===== src/hdl/mts_pkg.sv =====
// ----------------------------------------------------------------------------
// Min tracking stack package
// Shared types, codes and defaults for the min tracking stack.
// ----------------------------------------------------------------------------
`timescale 1ns / 1ps

package mts_pkg;

    localparam int STACK_DEPTH_DEF = 64;
    localparam int DATA_W          = 32;
    localparam int COUNT_OUT_W     = 7;

    localparam logic CMD_PUSH = 1'b0;
    localparam logic CMD_POP  = 1'b1;

    localparam logic [1:0] ST_OK    = 2'd0;
    localparam logic [1:0] ST_FULL  = 2'd1;
    localparam logic [1:0] ST_EMPTY = 2'd2;

    typedef struct packed {
        logic                     cmd;
        logic signed [DATA_W-1:0] push_value;
    } t_req;

    typedef struct packed {
        logic signed [DATA_W-1:0] top_value;
        logic signed [DATA_W-1:0] min_value;
        logic [COUNT_OUT_W-1:0]   entry_count;
        logic                     is_empty;
        logic [1:0]               status;
    } t_rsp;

    typedef struct packed {
        logic signed [DATA_W-1:0] value;
        logic signed [DATA_W-1:0] run_min;
    } t_entry;

    typedef struct packed {
        logic push;
        logic pop;
    } t_shift;

endpackage


===== src/hdl/mts_cell.sv =====
// ----------------------------------------------------------------------------
// Min tracking stack cell
// One stack slot that loads from the slot above on push and below on pop.
// ----------------------------------------------------------------------------
`timescale 1ns / 1ps

module mts_cell (
    input  logic            i_clk,
    input  mts_pkg::t_shift i_shift,
    input  mts_pkg::t_entry i_above,
    input  mts_pkg::t_entry i_below,
    output mts_pkg::t_entry o_entry
);

    mts_pkg::t_entry r_entry;

    always_ff @(posedge i_clk) begin
        if (i_shift.push) begin
            r_entry <= i_above;
        end else if (i_shift.pop) begin
            r_entry <= i_below;
        end
    end

    assign o_entry = r_entry;

endmodule


===== config.mk =====
export PLATFORM = sky130hd
export DESIGN_NAME = mts_cell
export DESIGN_NICKNAME = d
export VERILOG_FILES = /design/src/hdl/mts_pkg.sv /design/src/hdl/mts_cell.sv
export SDC_FILE = /design/constraint.sdc
export NUM_CORES = 1
export LEC_CHECK = 0
export BUFFER_PORTS_ARGS = -buffer_cell sky130_fd_sc_hd__buf_2
export CORE_MARGIN = 1
export CORE_UTILIZATION = 45
export DETAILED_ROUTE_END_ITERATION = 12
export PLACE_DENSITY = 0.86
export SLEW_MARGIN = 25
export SYNTH_ARGS = -nofsm -noshare
export SYNTH_HDL_FRONTEND = slang
export SYNTH_SLANG_ARGS = --single-unit

===== constraint.sdc =====
create_clock -name i_clk -period 8 [get_ports i_clk]
set_input_delay 1.6 -clock i_clk [delete_from_list [all_inputs] [get_ports i_clk]]
set_output_delay 1.6 -clock i_clk [all_outputs]
set_load 0.03 [all_outputs]

==> results of run 1 <==
==> worst max-delay path: stages <==
cell	delay (ns)
buf_4	0.41
or2_2	0.65
buf_4	0.52
==> synth_stat cells <==
cell,n,area (sq um)
mux2_2,15,169
buf_6,6,67.6
or2_1,1,6.26
buf_2,1,5.00
edfxtp_1,64,1920
mux2_4,49,736
==> path summary, 6_finish.rpt <==
kind	start	endpoint	slack [ns]	cells after the start
max	i_shift[1]	o_entry[47]	4.76	3
min	i_below[30]	o_entry[30]	1.57	2
==> cell families after synthesis <==
logic type / count (synthesis) / synth area share [%]
mux: 64 / 31.1
buf+inv: 7 / 2.50
simple gates: 1 / 0.215
flops: 64 / 66.1
==> layout make-up <==
cell class                      count  share of cell area, %
Timing Repair Buffer              196                   24.1
Sequential cell                    64                   46.9
Tap cell                           75                   2.29
Multi-Input combinational cell     65                   22.2
Clock buffer                       11                   3.21
Clock inverter                      5                   1.16
==> stage by stage <==
| step | instances | hold WS (ns) | util [%] | setup WS [ns] |
|---|---|---|---|---|
| 6_report | 416 | 1.57 | 67.5 | 4.76 |
| 5_1_grt | 416 | 1.54 | 67.5 | 4.63 |
| 4_1_cts | 416 | 1.55 | 67.5 | 4.74 |
| 3_5_place_dp | 400 | 1.90 | 64.6 | 4.38 |
| 3_3_place_gp | 400 | 1.90 | 64.6 | 4.46 |
| 2_1_floorplan | 136 | 1.82 | - | 4.23 |
==> metal layers <==
metal | GRT usage (%) | vias to the layer above | wire, microns
li1 | - | 935 | -
met1 | 17.7 | 873 | 2210
met2 | 35.0 | 126 | 3350
met3 | 6.92 | 19 | 618
met4 | 13.2 | 0 | 223
met5 | 0 | - | 0
==> report_power, final <==
| part | total [uW] | switching [uW] | internal (uW) |
|---|---|---|---|
| clock | 253 | 112 | 141 |
| combinational | 200 | 119 | 81.1 |
| sequential | 420 | 8.53 | 412 |
==> metrics.csv, run 1 <==
metric,value,unit
cts_tree,yes,
multi_input_area,911,sq um
crit_fanout,35,
cts_post_setup_buffers_inserted,0,
fp-row-count,28,
finalCriticalPeriod,3.24,ns
grt_max_degree,36,
cap_violations,0,
synth_cells,136,
clock-sinks,64,
drive_above_1_share,80.1,%
fin_nets,467,
dieArea,6780,sq um
max_freq,0.308,GHz
dpl-instance-area,3920,sq um
layout.area.seq,1920,sq um
drt_iter0_drc,36,
fill_cells,434,
die_x,82.4,microns
antenna_left,0,
syn2layout_area_growth,40.9,%
ys_warn_count,0,
final.setup.tns,0,ns
power_leakage,0.00198,uW
ys_seq_area_share,66.1,%
wl_per_cell,15.4,microns
power_density,213,nW/um^2
antenna_found_initial,0,
numPortBuffers,194,
viasPerCell,4.69,
outcome,finished clean,
ys_types,6,
final_common_cell,buf_2,
synth_nets,267,
drc,0,
first_pass_iters,4,
core,6060,sq um
hold_buffers,0,
finalCritPeriodShare,40.5,%
grt_usage,19.2,%
start_util,47.9,%
ys_seq_elements,64,
largest_reg_flops,64,
cts_buffers,9,
syn_area_per_cell,21.4,sq um
overflow,0,
fin_area,4090,sq um
critPathLaunchType,input port,
num_io_pins,195,
maxSlewViolCount,0,
drt-total-wl,6.40,mm
diodes,0,
grt_pass1_vias,1981,
grt_pass1_wl,8.96,mm
root_buffer,clkbuf_8,
worst_slew_margin_rel,55.5,%
cts_resized,0,
critical_path_class,input port to register,
power,874,uW
finalHoldViolCount,0,
required,7.97,ns
tightest_slew,0.667,ns
clockBufferDepth,2,
crit_path_end_kind,register,
rsz0062_at_grt,false,
place.gp.congestion,0.788,
setup_viol_count_final,0,
htree_levels,3,
final_cell_mix,"193 x buf_2, 64 x edfxtp_1, 49 x mux2_4",
die_h,82.4,microns
min_path_type,input port to register,
via_count,1953,
critPathArrivalTime,3.21,ns
clk_pin_slew,0.07,ns
syn_area,2910,sq um
vdd_drop_max,0.125,mV
No activity file was read; power rests on OpenSTA's default activity.
==> inputs of run 2 (changes only) <==
--- a/config.mk
+++ b/config.mk
@@ -5,11 +5,12 @@
 export SDC_FILE = /design/constraint.sdc
 export NUM_CORES = 1
 export LEC_CHECK = 0
+export ABC_AREA = 1
 export BUFFER_PORTS_ARGS = -buffer_cell sky130_fd_sc_hd__buf_2
 export CORE_MARGIN = 1
-export CORE_UTILIZATION = 45
+export CORE_UTILIZATION = 41
 export DETAILED_ROUTE_END_ITERATION = 12
-export PLACE_DENSITY = 0.86
+export PLACE_DENSITY = 0.8
 export SLEW_MARGIN = 25
 export SYNTH_ARGS = -nofsm -noshare
 export SYNTH_HDL_FRONTEND = slang
==> constraint.sdc (replaced) <==
create_clock -name i_clk -period 3.1 [get_ports i_clk]
set_input_delay 0.62 -clock i_clk [delete_from_list [all_inputs] [get_ports i_clk]]
set_output_delay 0.62 -clock i_clk [all_outputs]
set_load 0.03 [all_outputs]
==> run 2 against run 1 <==
- the flow now finishes with violations (design-rule violations)
- worst setup slack worse by 3.9 ns
- sequential share of layout area up 1.7 points
- utilization down 6.0 points
- wire length up 6.2%
- combinational power up 140%
- non-clock buffer count unchanged
- global-route usage up 0.63 points
- synthesized cell count up 99%
- worst hold slack worse by 1.0 ns
- power rose to 2.6 times the previous value
==> metrics.csv, run 2 <==
metric,value,unit
drt-total-wl,6.80,mm
diodes,0,
wl_per_cell,12.4,microns
die_x,84.0,microns
critical_path_class,input port to register,
fill_cells,560,
dpl_worst_slack,0.850,ns
drc,26,
p_sw,646,uW
cts_resized,0,
cts_tree,yes,
cts_buffers,9,
critPathLaunchType,input port,
via_count,2507,
grt_pass1_wl,10.8,mm
ys_types,6,
tightest_slew,0.827,ns
synthMostInstantiatedCell,nand2_1,
cts_post_setup_buffers_inserted,0,
fin_nets,596,
internal_power,1660,uW
crit_top_cell,nand2_1,
root_buffer,clkbuf_8,
syn_area,2760,sq um
viasPerCell,4.58,
synthTopCellsByCount,"192 x nand2_1, 64 x edfxtp_1, 7 x buf_2",
place.gp.congestion,0.785,
syn2layout_area_growth,43.5,%
layout.area.seq,1920,sq um
required,3.17,ns
numPortBuffers,194,
antenna_left,0,
num_io_pins,195,
switching_share,28.0,%
final_common_cell,buf_2,
synth_edf_count,64,
yosysTopAreaCellShare,69.8,%
seqPwrFrac,46.9,%
power_leakage,0.00212,uW
ys_seq_area_share,69.8,%
ys_warn_count,0,
die_h,84.0,microns
final.setup.tns,0,ns
cap_violations,0,
power_density,584,nW/um^2
finalCritPeriodShare,72.6,%
finalCriticalPeriod,2.25,ns
failed_checks,design-rule violations,
synthTopCellsByArea,"edfxtp_1 70%, nand2_1 26%, buf_6 2.5%",
pwr-share-comb,20.8,%
grt_max_degree,65,
place_hpwl,4.86,mm
grt_usage,19.9,%
fp-row-count,29,
crit_path_end_kind,register,
vdd_drop_max,0.355,mV
slowest_delay,0.83,ns
setup_viol_count_final,0,
drt_iter0_drc,170,
drive_above_1_share,44.7,%
maxSlewViolCount,0,
worst_slew_margin_rel,44.8,%
first_pass_iters,8,
largest_reg_flops,64,
cp_cell_sequence,buf_2 -> clkinv_2 -> nand2_1 -> nand2_1,
min_path_type,input port to register,
outcome,"complete, but fails checks",
multi_input_area,727,sq um
clockBufferDepth,2,
htree_levels,3,
startpoint,i_shift[1],
synth_flop_cell,edfxtp_1,
slowest_stage,clkinv_2,
final_cell_mix,"194 x buf_2, 192 x nand2_1, 64 x edfxtp_1",
clock-sinks,64,
antenna_found_initial,0,
max_freq,0.444,GHz
rsz0062_at_grt,false,
grt_pass1_vias,2491,
syn_area_per_cell,10.2,sq um
synth_nets,402,
critPathArrivalTime,2.32,ns
overflow,0,
synthArstFlopShare,0,%
start_util,42.9,%
finalWorstSetupSlack,0.850,ns
synth_top_area_cell,edfxtp_1,
finalHoldViolCount,0,
ys_seq_elements,64,
hold_buffers,0,
clk_pin_slew,0.07,ns
hold_start,i_below[34],
crit_fanout,64,
dieArea,7050,sq um
synth_cells,271,
pwr-share-clk,32.2,%
core,6420,sq um
==> run 2: changes by cell type in the layout (fill, tap and decap cells not counted), sizes merged <==
cell    delta
mux2      -64
clkinv     -1
clkbuf     +1
nand2    +192
bufinv     +1
==> run 2: kinds of logic (layout without fill, tap and decap cells) <==
logic type    count (synthesis)  count (layout)  synth area share [%]
simple gates                193             193                  26.4
flops                        64              64                  69.8
buf+inv                      14             213                  3.86
==> run 2: layer usage <==
layer,share of wire (%),track usage [%],vias up
met5,0,0,-
met4,2.0,9.25,0
met3,9.5,7.72,15
met2,50,34.2,139
met1,38,21.5,1098
li1,-,-,1255
==> run 2: stage by stage <==
stage / area [sq um] / utilization, % / std cells / total power [uW] / hold slack (ns)
3_5_place_dp: 3750 / 58.3 / 531 / 1590 / 0.887
2_1_floorplan: 2760 / - / 271 / 1400 / 0.799
4_1_cts: 3950 / 61.5 / 547 / 2340 / 0.536
5_1_grt: 3950 / 61.5 / 547 / 2410 / 0.535
6_report: 3950 / 61.5 / 547 / 2310 / 0.552
3_3_place_gp: 3750 / 58.3 / 531 / 1580 / 0.882
==> run 2: area by class of cell <==
cell class                 instances  share of cell area, %
tap                               77                   2.44
sequential                        64                   48.6
clock buffer                      12                   3.42
timing repair buffer             196                   25.3
inverter                           1                  0.127
multi-input combinational        193                   18.4
clock inverter                     4                   1.74
==> run 2: power groups by stage <==
| stage | registers, uW | clock network [uW] | logic, uW |
|---|---|---|---|
| 3_3_place_gp | 1100 | 0 | 476 |
| 2_1_floorplan | 1310 | 0 | 95.7 |
| 3_5_place_dp | 1100 | 0 | 483 |
| 4_1_cts | 1090 | 766 | 484 |
| 5_1_grt | 1090 | 804 | 516 |
| 6_report | 1080 | 744 | 481 |
==> run 2: worst paths after layout <==
| kind | cells past startpoint | end |
|---|---|---|
| worst max-delay path | 4 | o_entry[61] |
| worst min-delay path | 3 | o_entry[34] |
==> run 2: critical path, delay by kind of cell <==
family / cells / cell delay (ns)
buffers and inverters: 2 / 1.31
and+or+nand+nor: 2 / 0.35
