File: config.mk
export PLATFORM = sky130hd
export DESIGN_NAME = mts_ctrl
export DESIGN_NICKNAME = d
export VERILOG_FILES = /design/src/hdl/mts_pkg.sv /design/src/hdl/mts_ctrl.sv
export SDC_FILE = /design/constraint.sdc
export NUM_CORES = 1
export LEC_CHECK = 0
export BUFFER_PORTS_ARGS = -buffer_cell sky130_fd_sc_hd__buf_4
export CAP_MARGIN = 20
export CORE_UTILIZATION = 45
export DETAILED_ROUTE_END_ITERATION = 10
export GPL_TIMING_DRIVEN = 1
export HOLD_SLACK_MARGIN = 0.1
export PLACE_DENSITY_LB_ADDON = 0.1
export SLEW_MARGIN = 20
export SYNTH_ARGS = -nofsm -noshare
export SYNTH_HDL_FRONTEND = slang
export SYNTH_SLANG_ARGS = --single-unit
File: constraint.sdc
create_clock -name i_clk -period 2.8 [get_ports i_clk]
set_input_delay 0.14 -clock i_clk [delete_from_list [all_inputs] [get_ports i_clk]]
set_output_delay 0.14 -clock i_clk [all_outputs]
set_load 0.05 [all_outputs]
File: src/hdl/mts_pkg.sv
// ----------------------------------------------------------------------------
// Min tracking stack package
// Shared types, codes and defaults for the min tracking stack.
// ----------------------------------------------------------------------------
`timescale 1ns / 1ps

package mts_pkg;

    localparam int STACK_DEPTH_DEF = 64;
    localparam int DATA_W          = 32;
    localparam int COUNT_OUT_W     = 7;

    localparam logic CMD_PUSH = 1'b0;
    localparam logic CMD_POP  = 1'b1;

    localparam logic [1:0] ST_OK    = 2'd0;
    localparam logic [1:0] ST_FULL  = 2'd1;
    localparam logic [1:0] ST_EMPTY = 2'd2;

    typedef struct packed {
        logic                     cmd;
        logic signed [DATA_W-1:0] push_value;
    } t_req;

    typedef struct packed {
        logic signed [DATA_W-1:0] top_value;
        logic signed [DATA_W-1:0] min_value;
        logic [COUNT_OUT_W-1:0]   entry_count;
        logic                     is_empty;
        logic [1:0]               status;
    } t_rsp;

    typedef struct packed {
        logic signed [DATA_W-1:0] value;
        logic signed [DATA_W-1:0] run_min;
    } t_entry;

    typedef struct packed {
        logic push;
        logic pop;
    } t_shift;

endpackage

File: src/hdl/mts_ctrl.sv
// ----------------------------------------------------------------------------
// Min tracking stack control
// Fill count, status, running minimum of a push and the result register.
// ----------------------------------------------------------------------------
`timescale 1ns / 1ps

module mts_ctrl #(
    parameter int STACK_DEPTH = mts_pkg::STACK_DEPTH_DEF
) (
    input  logic            i_clk,
    input  logic            i_rst_n,
    input  logic            i_accept,
    input  mts_pkg::t_req   i_req,
    input  mts_pkg::t_entry i_top,
    output mts_pkg::t_shift o_shift,
    output mts_pkg::t_entry o_new_entry,
    output logic            o_strobe,
    output mts_pkg::t_rsp   o_rsp
);

    localparam int CW = $clog2(STACK_DEPTH + 1);

    logic [CW-1:0] r_count;
    logic [CW-1:0] n_count;
    logic [1:0]    r_status;
    logic [1:0]    n_status;
    logic          r_strobe;
    logic          n_strobe;
    logic          full;
    logic          empty_now;
    logic [CW+mts_pkg::COUNT_OUT_W-1:0] count_ext;

    assign full      = (r_count == CW'(STACK_DEPTH));
    assign empty_now = (r_count == '0);

    always_comb begin
        n_count       = r_count;
        n_status      = r_status;
        n_strobe      = i_accept;
        o_shift.push  = 1'b0;
        o_shift.pop   = 1'b0;
        if (i_accept) begin
            n_status = mts_pkg::ST_OK;
            if (i_req.cmd == mts_pkg::CMD_PUSH) begin
                if (full) begin
                    n_status = mts_pkg::ST_FULL;
                end else begin
                    o_shift.push = 1'b1;
                    n_count      = r_count + CW'(1);
                end
            end else begin
                if (empty_now) begin
                    n_status = mts_pkg::ST_EMPTY;
                end else begin
                    o_shift.pop = 1'b1;
                    n_count     = r_count - CW'(1);
                end
            end
        end
    end

    always_comb begin
        o_new_entry.value   = i_req.push_value;
        o_new_entry.run_min = i_req.push_value;
        if (!empty_now && (i_top.run_min < i_req.push_value)) begin
            o_new_entry.run_min = i_top.run_min;
        end
    end

    always_ff @(posedge i_clk) begin
        if (!i_rst_n) begin
            r_count  <= '0;
            r_status <= mts_pkg::ST_OK;
            r_strobe <= 1'b0;
        end else begin
            r_count  <= n_count;
            r_status <= n_status;
            r_strobe <= n_strobe;
        end
    end

    assign count_ext = {{mts_pkg::COUNT_OUT_W{1'b0}}, r_count};

    always_comb begin
        o_rsp.top_value   = empty_now ? '0 : i_top.value;
        o_rsp.min_value   = empty_now ? '0 : i_top.run_min;
        o_rsp.entry_count = count_ext[mts_pkg::COUNT_OUT_W-1:0];
        o_rsp.is_empty    = empty_now;
        o_rsp.status      = r_status;
    end

    assign o_strobe = r_strobe;

endmodule

==> impl_metrics.env, run 1 <==
export IMPL_worstSetupPathType="register to primary output"
export IMPL_min_period_ns=2.66
export IMPL_whs_ns=0.150
export IMPL_io_buffers=240
export IMPL_finalHoldViolCount=0
export IMPL_areaGrowthSynthToFinish_pct=43.6
export IMPL_slew_viol_final=0
export IMPL_grtUsageTotal=0.256
export IMPL_cts_root_buffer="clkbuf_8"
export IMPL_globalplace_congestion=0.849
export IMPL_hold_depth=2
export IMPL_crit_fanout=39
export IMPL_final_util=0.679
export IMPL_rows=33
export IMPL_die_w_um=95.9
export IMPL_synth_top_cell_by_area="ha_1"
export IMPL_required_ns=2.66
export IMPL_syn_area_um2=3970
export IMPL_reg2regPathDepth=9
export IMPL_grt_pass1_wl_um=19200
export IMPL_drc_errors=0
export IMPL_fillers=741
export IMPL_seqPwrFrac=0.032
export IMPL_power_total_w=0.00691
export IMPL_fin_crit_sh=0.948
export IMPL_ys_types=43
export IMPL_worst_path_buf_inv=3
export IMPL_start_util=0.473
export IMPL_r2r_start="r_count[1]"
export IMPL_ys_ff_latch=10
export IMPL_slowest_delay_ns=0.37
export IMPL_antenna_cells=0
export IMPL_rr_endpoint="r_count[5]"
export IMPL_totalWireLength_um=12500
export IMPL_grt_overflow_total=0
export IMPL_drtAntennaViolNets=0
export IMPL_crit_family="simple AND/OR/NAND/NOR gates"
export IMPL_cp_arrival_ns=2.52
export IMPL_skew_ns=0.00384
export IMPL_dr_pass1_iters=4
export IMPL_htreeDepth=1
export IMPL_cts_setup_buffers=0
export IMPL_clk_insertion_delay_late_ns=0.24
export IMPL_cts_sinks=10
export IMPL_clkTransAtPathRegs_ns=0.05
export IMPL_max_slew_worst_pin_slew_ns=0.896
export IMPL_synth_area_leaders="ha_1 11%, and2_1 11%, a311oi_2 11%"
export IMPL_ys_seq_area_frac=0.0505
export IMPL_cts_buffer_depth=2
export IMPL_synthCells=551
export IMPL_min_to="o_strobe"
export IMPL_cell_internal_pwr_w=0.00240
export IMPL_p_per_area_nw_per_um2=1210
export IMPL_multi_input_area_um2=3140
export IMPL_tritoncts="built"
export IMPL_seq_area_um2=200
export IMPL_fp_dieH_um=95.9
export IMPL_drtIter0Drc=157
export IMPL_cts_resized=0
export IMPL_start_kind="register"
export IMPL_drive_gt1_frac=0.418
export IMPL_crit_path_frequent_cell="buf_4"
export IMPL_status="complete, no violations"
export IMPL_tns_ns=0
export IMPL_hp_start="i_accept"
export IMPL_p_switching_w=0.00451
export IMPL_ys_warnings_count=0
export IMPL_vias_per_cell=5.70
export IMPL_crit_path_end_kind="primary output"
export IMPL_fmax_ghz=0.377
export IMPL_final_nets=868
export IMPL_syn_nets=688
export IMPL_slew_headroom=0.403
export IMPL_r2r_setup_slack_ns=0.80
export IMPL_crit_chain="nor4_2 > nand2_1 > or2_4 > buf_12 > buf_4 > nand3b_1 > a21oi_1 > a311oi_2 > o221ai_1 > buf_4"
export IMPL_cap_violations=0
export IMPL_hold_buffers=0
export IMPL_drt_wirelength_per_cell_um=14.9
export IMPL_p_leak_nw=2.80
export IMPL_crit_start="r_count[1]"
export IMPL_num_io_pins=241
export IMPL_ir_drop_mv=1.41
export IMPL_hold_path_class="primary input to register"
export IMPL_synth_top_cell_area_share=0.114
export IMPL_antenna_found_initial=0
export IMPL_combPwrFrac=0.940
export IMPL_hpwlAfterDp_um=9640
export IMPL_setup_viol=0
export IMPL_rsz0062_at_grt="false"
export IMPL_first_global_vias=4180
export IMPL_core_area_um2=8380
export IMPL_setup_ws_ns=0.144
export IMPL_crit_path_top_delay_cell="or2_4"
export IMPL_die_area_um2=9190
export IMPL_place_ws_ns=0.235
export IMPL_grt_max_degree=113
export IMPL_numCtsBuffers=3
export IMPL_p_sw_frac=0.653
export IMPL_clkPwrFrac=0.027
export IMPL_num_vias=4761
export IMPL_synth_avg_cell_area_um2=7.20
-- cells by family (layout without fill, tap and decap cells) --
group	count (synthesis)	in the layout	synth area share
XOR/XNOR	6	6	0.0132
adder cells (fa/ha/maj)	37	37	0.119
flip-flops	10	10	0.0505
buffers and inverters	121	300	0.162
multiplexers	3	3	0.00757
AO/OA/AOI/OAI	135	135	0.297
AND/OR/NAND/NOR	239	239	0.352
-- synthesized netlist by cell type --
cell,count
nand2b_1,3
mux2i_1,3
nor2_1,5
dfxtp_1,10
nand3_1,4
inv_2,1
a21boi_1,1
ha_1,36
and2_1,70
o221ai_2,3
xor2_1,2
a21o_1,6
o211ai_1,2
o221ai_1,28
nand3b_1,32
a21oi_1,47
clkbuf_1,30
nand4_2,1
o31ai_4,1
a311oi_2,29
nor4_2,2
a211o_1,1
a221oi_2,1
buf_4,36
and3_1,33
or2_1,1
nand4_1,6
nor2b_1,2
nand3_2,1
a311oi_1,4
xnor2_1,4
nor3_1,32
o21bai_1,1
nand2_1,45
fa_1,1
inv_1,37
buf_6,5
and4bb_2,1
buf_2,12
a211oi_1,1
o21ai_0,9
nor3b_1,1
o21a_1,1
-- power by group through the flow --
stage | logic [W] | clock network [W] | registers [W]
4_1_cts | 0.00653 | 0.000186 | 0.000224
5_1_grt | 0.00686 | 0.000200 | 0.000229
3_3_place_gp | 0.00643 | 0 | 0.000224
6_report | 0.00650 | 0.000189 | 0.000224
3_5_place_dp | 0.00651 | 0 | 0.000226
2_1_floorplan | 0.00461 | 0 | 0.000359
-- layout by cell type, fill, tap and decap left out, types with 2 or more instances in the layout --
cell type	synthesis	final
a311oi_2	29	29
nor4_2	2	2
buf_4	36	251
nand3b_1	32	32
o221ai_1	28	28
o211ai_1	2	2
nand4_1	6	6
nand2b_1	3	3
nor2b_1	2	2
nand2_1	45	45
buf_12	0	7
a21o_1	6	6
mux2i_1	3	3
nor3_1	32	32
nor2_1	5	5
clkbuf_8	0	4
nand3_1	4	4
and2_1	70	70
o21ai_0	9	9
o221ai_2	3	3
inv_1	37	37
xnor2_1	4	4
dfxtp_1	10	10
a21oi_1	47	47
ha_1	36	35
a311oi_1	4	4
and3_1	33	32
xor2_1	2	2
-- worst max path at each step --
| stage | endpoint | slack [ns] | depth (start not counted) |
|---|---|---|---|
| after detailed placement | o_new_entry[27] | 0.24 | 12 |
| after global placement | o_new_entry[21] | 0.31 | 12 |
| after global routing | o_new_entry[20] | 0.008 | 10 |
| final | o_new_entry[20] | 0.14 | 10 |
| after floorplan | o_new_entry[10] | 0.13 | 8 |
| after CTS | o_new_entry[20] | 0.15 | 10 |
-- flip-flops by register name, indices dropped and copies added (netlist names) --
register	count
r_status	2
r_count	7
o_strobe	1
-- final cells by class --
type | count | share of cell area
multi-input combinational | 420 | 0.552
timing repair buffer | 258 | 0.356
sequential | 10 | 0.0352
inverter | 38 | 0.0250
tap | 105 | 0.0231
clock buffer | 4 | 0.00967
-- per-layer routing --
layer / track usage / up-vias / wire, um
li1: - / 2337 / -
met1: 0.312 / 2222 / 5020
met2: 0.477 / 185 / 6470
met3: 0.0300 / 17 / 767
met4: 0.0585 / 0 / 199
met5: 0 / - / 0
-- worst reg2reg max path, cell delays in order, from the launching register on --
cell and delay, ns:
dfxtp_1 0.32, buf_4 0.15, ha_1 0.27, a21o_1 0.18, a21o_1 0.20, a21o_1 0.18, a21oi_1 0.16, xor2_1 0.17
o21ai_0 0.09, and2_1 0.15
-- through the flow --
| step | cells | instance area, um2 |
|---|---|---|
| finish | 835 | 5690 |
| global route | 835 | 5690 |
| CTS | 835 | 5690 |
| detailed placement | 831 | 5640 |
| global placement | 831 | 5640 |
| floorplan | 551 | 3970 |
Power figures use the tool's default switching activity.
==> run 2: changes to the inputs <==
--- a/config.mk
+++ b/config.mk
@@ -13,3 +13,3 @@
 export HOLD_SLACK_MARGIN = 0.1
-export PLACE_DENSITY_LB_ADDON = 0.1
+export PLACE_DENSITY = 0.94
 export SLEW_MARGIN = 20
==> constraint.sdc (replaced) <==
create_clock -name i_clk -period 2.8 [get_ports i_clk]
set_input_delay 0.56 -clock i_clk [delete_from_list [all_inputs] [get_ports i_clk]]
set_output_delay 0.56 -clock i_clk [all_outputs]
set_load 0.05 [all_outputs]
==> run 2 against run 1 <==
Net effect: synthesized cell count stayed put; the flow now stops in 5_1_grt; synthesized area stayed put.
==> impl_metrics.env, run 2 <==
export IMPL_grt_worst_setup_endpoint="o_new_entry[8]"
export IMPL_numCtsBuffers=3
export IMPL_io_buffers=240
export IMPL_syn_nets=688
export IMPL_syn_area_um2=3970
export IMPL_synth_edff_count=0
export IMPL_globalplace_congestion=0.880
export IMPL_async_reset_ff_frac=0
export IMPL_ys_warnings_count=0
export IMPL_synthCells=551
export IMPL_start_util=0.473
export IMPL_status="did not finish"
export IMPL_grt_max_degree=91
export IMPL_cts_buffer_depth=2
export IMPL_worst_ep_kind="top-level output"
export IMPL_error="[ERROR DPL-0038] Utilization greater than 100%, impossible to legalize"
export IMPL_hpwlAfterDp_um=13900
export IMPL_ys_types=43
export IMPL_synth_area_leaders="ha_1 11%, and2_1 11%, a311oi_2 11%"
export IMPL_synth_top_cell_area_share=0.114
export IMPL_die_w_um=95.9
export IMPL_dpl_cell_count=941
export IMPL_htreeDepth=1
export IMPL_cts_sinks=10
export IMPL_synth_ff_type="dfxtp_1"
export IMPL_synth_avg_cell_area_um2=7.20
export IMPL_fp_dieH_um=95.9
export IMPL_ys_ff_latch=10
export IMPL_haltStage="5_1_grt"
export IMPL_post_synth_top_count_cell="and2_1"
export IMPL_synth_top_cell_by_area="ha_1"
export IMPL_ys_seq_area_frac=0.0505
export IMPL_rows=33
export IMPL_synth_commonest_cells="70 x and2_1, 47 x a21oi_1, 45 x nand2_1"
export IMPL_num_io_pins=241
export IMPL_cts_root_buffer="clkbuf_8"
==> run 2: what timing repair did <==
action,CTS
gates cloned,5
hold buffers,0
hold endpoints to repair,0
resized for setup,120
endpoints found under the setup margin,32
setup buffers,23
pin swaps,43
==> run 2: cells by family after synthesis <==
| group | share of synthesized area |
|---|---|
| compound gates | 0.297 |
| xor+xnor | 0.0132 |
| fa+ha+maj | 0.119 |
| buf+inv | 0.162 |
| flops | 0.0505 |
| mux | 0.00757 |
| simple gates | 0.352 |
==> run 2: metrics by stage <==
stage           util  area [um2]  setup WS [ns]
2_1_floorplan      -        4690         -0.404
3_3_place_gp   0.856        7180         -0.520
3_5_place_dp   0.856        7180         -0.685
4_1_cts        0.959        8040         -0.492
==> run 3: changes to the inputs <==
Settings changed: CORE_UTILIZATION 45 to 40, HOLD_SLACK_MARGIN 0.1 to default, PLACE_DENSITY 0.94 to default, PLACE_DENSITY_LB_ADDON from default to 0.15.
==> run 3 against run 2 <==
Net effect: the flow now finishes, with violations (setup timing).
==> impl_metrics.env, run 3 (synthesis gave the netlist of run 1 again) <==
export IMPL_status="finished, violations left"
export IMPL_failed_checks="setup timing"
export IMPL_clk_insertion_delay_late_ns=0.24
export IMPL_drtAntennaViolNets=0
export IMPL_drive_gt1_frac=0.648
export IMPL_antenna_cells=0
export IMPL_htreeDepth=1
export IMPL_grt_pass1_wl_um=28300
export IMPL_largest_register="r_count"
export IMPL_core_area_um2=9420
export IMPL_clkTransAtPathRegs_ns=0.05
export IMPL_vias_per_cell=6.14
export IMPL_whs_ns=0.473
export IMPL_first_global_vias=5838
export IMPL_final_common_cell="buf_4"
export IMPL_num_vias=6314
export IMPL_tritoncts="built"
export IMPL_drtIter0Drc=332
export IMPL_fillers=354
export IMPL_setup_ws_ns=-0.721
export IMPL_crit_path_end_kind="primary output"
export IMPL_fp_dieH_um=102
export IMPL_layout_common_cells="342 x buf_4, 70 x and2_1, 50 x buf_6"
export IMPL_cts_root_buffer="clkbuf_8"
export IMPL_fmax_ghz=0.284
export IMPL_grtUsageTotal=0.344
export IMPL_cts_sinks=10
export IMPL_globalplace_congestion=0.908
export IMPL_crit_family="buffers and inverters"
export IMPL_rows=35
export IMPL_dr_pass1_iters=5
export IMPL_p_switching_w=0.00530
export IMPL_layoutNonFillerInstCount=1028
export IMPL_p_per_area_nw_per_um2=982
export IMPL_areaGrowthSynthToFinish_pct=118
export IMPL_dpl_cell_count=973
export IMPL_drt_wirelength_per_cell_um=23.0
export IMPL_min_period_ns=3.52
export IMPL_skew_ns=0.00901
export IMPL_slowest_delay_ns=0.31
export IMPL_ir_drop_mv=1.18
export IMPL_hpwlAfterDp_um=12300
export IMPL_seqPwrFrac=0.026
export IMPL_rsz0062_at_grt="true"
export IMPL_p_leak_nw=3.91
export IMPL_place_ws_ns=-0.566
export IMPL_hold_buffers=0
export IMPL_start_kind="primary input"
export IMPL_worstSetupPathType="primary input to primary output"
export IMPL_finalHoldViolCount=0
export IMPL_max_slew_worst_pin_slew_ns=0.655
export IMPL_worst_path_buf_inv=8
export IMPL_power_total_w=0.00850
export IMPL_cell_internal_pwr_w=0.00320
export IMPL_crit_chain="buf_6 > inv_4 > ha_4 > nand4_1 > buf_4 > buf_6 > nor4_4 > buf_4 > o31ai_4 > buf_12 > buf_16 > a311oi_4 > o221ai_4 > buf_6"
export IMPL_largest_reg_flops=7
export IMPL_slew_viol_final=0
export IMPL_setup_viol=32
export IMPL_grt_overflow_total=0
export IMPL_drc_errors=0
export IMPL_grt_max_degree=69
export IMPL_cap_violations=0
export IMPL_crit_path_top_delay_cell="a311oi_4"
export IMPL_io_buffers=240
export IMPL_slew_headroom=0.564
export IMPL_num_io_pins=241
export IMPL_p_sw_frac=0.624
export IMPL_die_area_um2=10300
export IMPL_crit_fanout=7
export IMPL_numCtsBuffers=3
export IMPL_fin_crit_sh=1.26
export IMPL_hold_path_class="register to register"
export IMPL_crit_path_frequent_cell="buf_6"
export IMPL_clkPwrFrac=0.021
export IMPL_start_util=0.421
export IMPL_required_ns=2.24
export IMPL_cp_arrival_ns=2.96
export IMPL_antenna_found_initial=0
export IMPL_cts_buffer_depth=2
export IMPL_final_nets=1037
export IMPL_totalWireLength_um=23700
export IMPL_combPwrFrac=0.952
export IMPL_die_w_um=102
-- run 3: cell type report --
type | count | area [um2] | area share
inverters | 38 | 186 | 0.0215
well taps | 129 | 161 | 0.0187
repair buffers | 427 | 3830 | 0.443
clock buffers | 4 | 55.1 | 0.00636
flip-flops and latches | 10 | 200 | 0.0231
multi-input cells | 420 | 4220 | 0.487
-- run 3: worst min-delay path: cells and delay by family, from the launching register on --
family	cells	cell delay [ns]
compound gates	1	0.05
simple gates	1	0.06
flops	1	0.31
-- run 3: power by group through the flow --
stage / clock (W) / sequential, W / combinational, W
after floorplan: 0 / 0.000359 / 0.00514
after global placement: 0 / 0.000221 / 0.00713
after detailed placement: 0 / 0.000223 / 0.00723
after CTS: 0.000184 / 0.000222 / 0.00758
after global routing: 0.000192 / 0.000229 / 0.00834
final: 0.000182 / 0.000224 / 0.00809
-- run 3: path summary, 6_finish.rpt --
path	from	endpoint	slack, ns	cells past startpoint
setup / recovery	i_req[27]	o_new_entry[15]	-0.72	14
hold / removal	r_status[1]	r_status[1]	0.47	2
setup reg to reg	r_count[2]	r_count[6]	0.75	8
hold reg to reg	r_status[1]	r_status[1]	0.47	2
-- run 3: stage by stage --
step	instance area, um2	util	setup TNS [ns]
6_report	8650	0.919	-19.98
5_1_grt	8650	0.919	-21.12
4_1_cts	8100	0.861	-14.72
3_5_place_dp	7270	0.772	-15.89
3_3_place_gp	7270	0.772	-13.87
2_1_floorplan	4690	-	-6.28
-- run 3: repair_timing --
action	in CTS	in global routing
pin swaps	25	29
endpoints found under the setup margin	32	32
cloned	5	3
setup buffers	18	28
resized for setup	109	64
-- run 3: metal layers --
metal / track usage / share of wire
met5: 0 / 0
met4: 0.166 / 0.082
met3: 0.0476 / 0.085
met2: 0.648 / 0.50
met1: 0.376 / 0.33
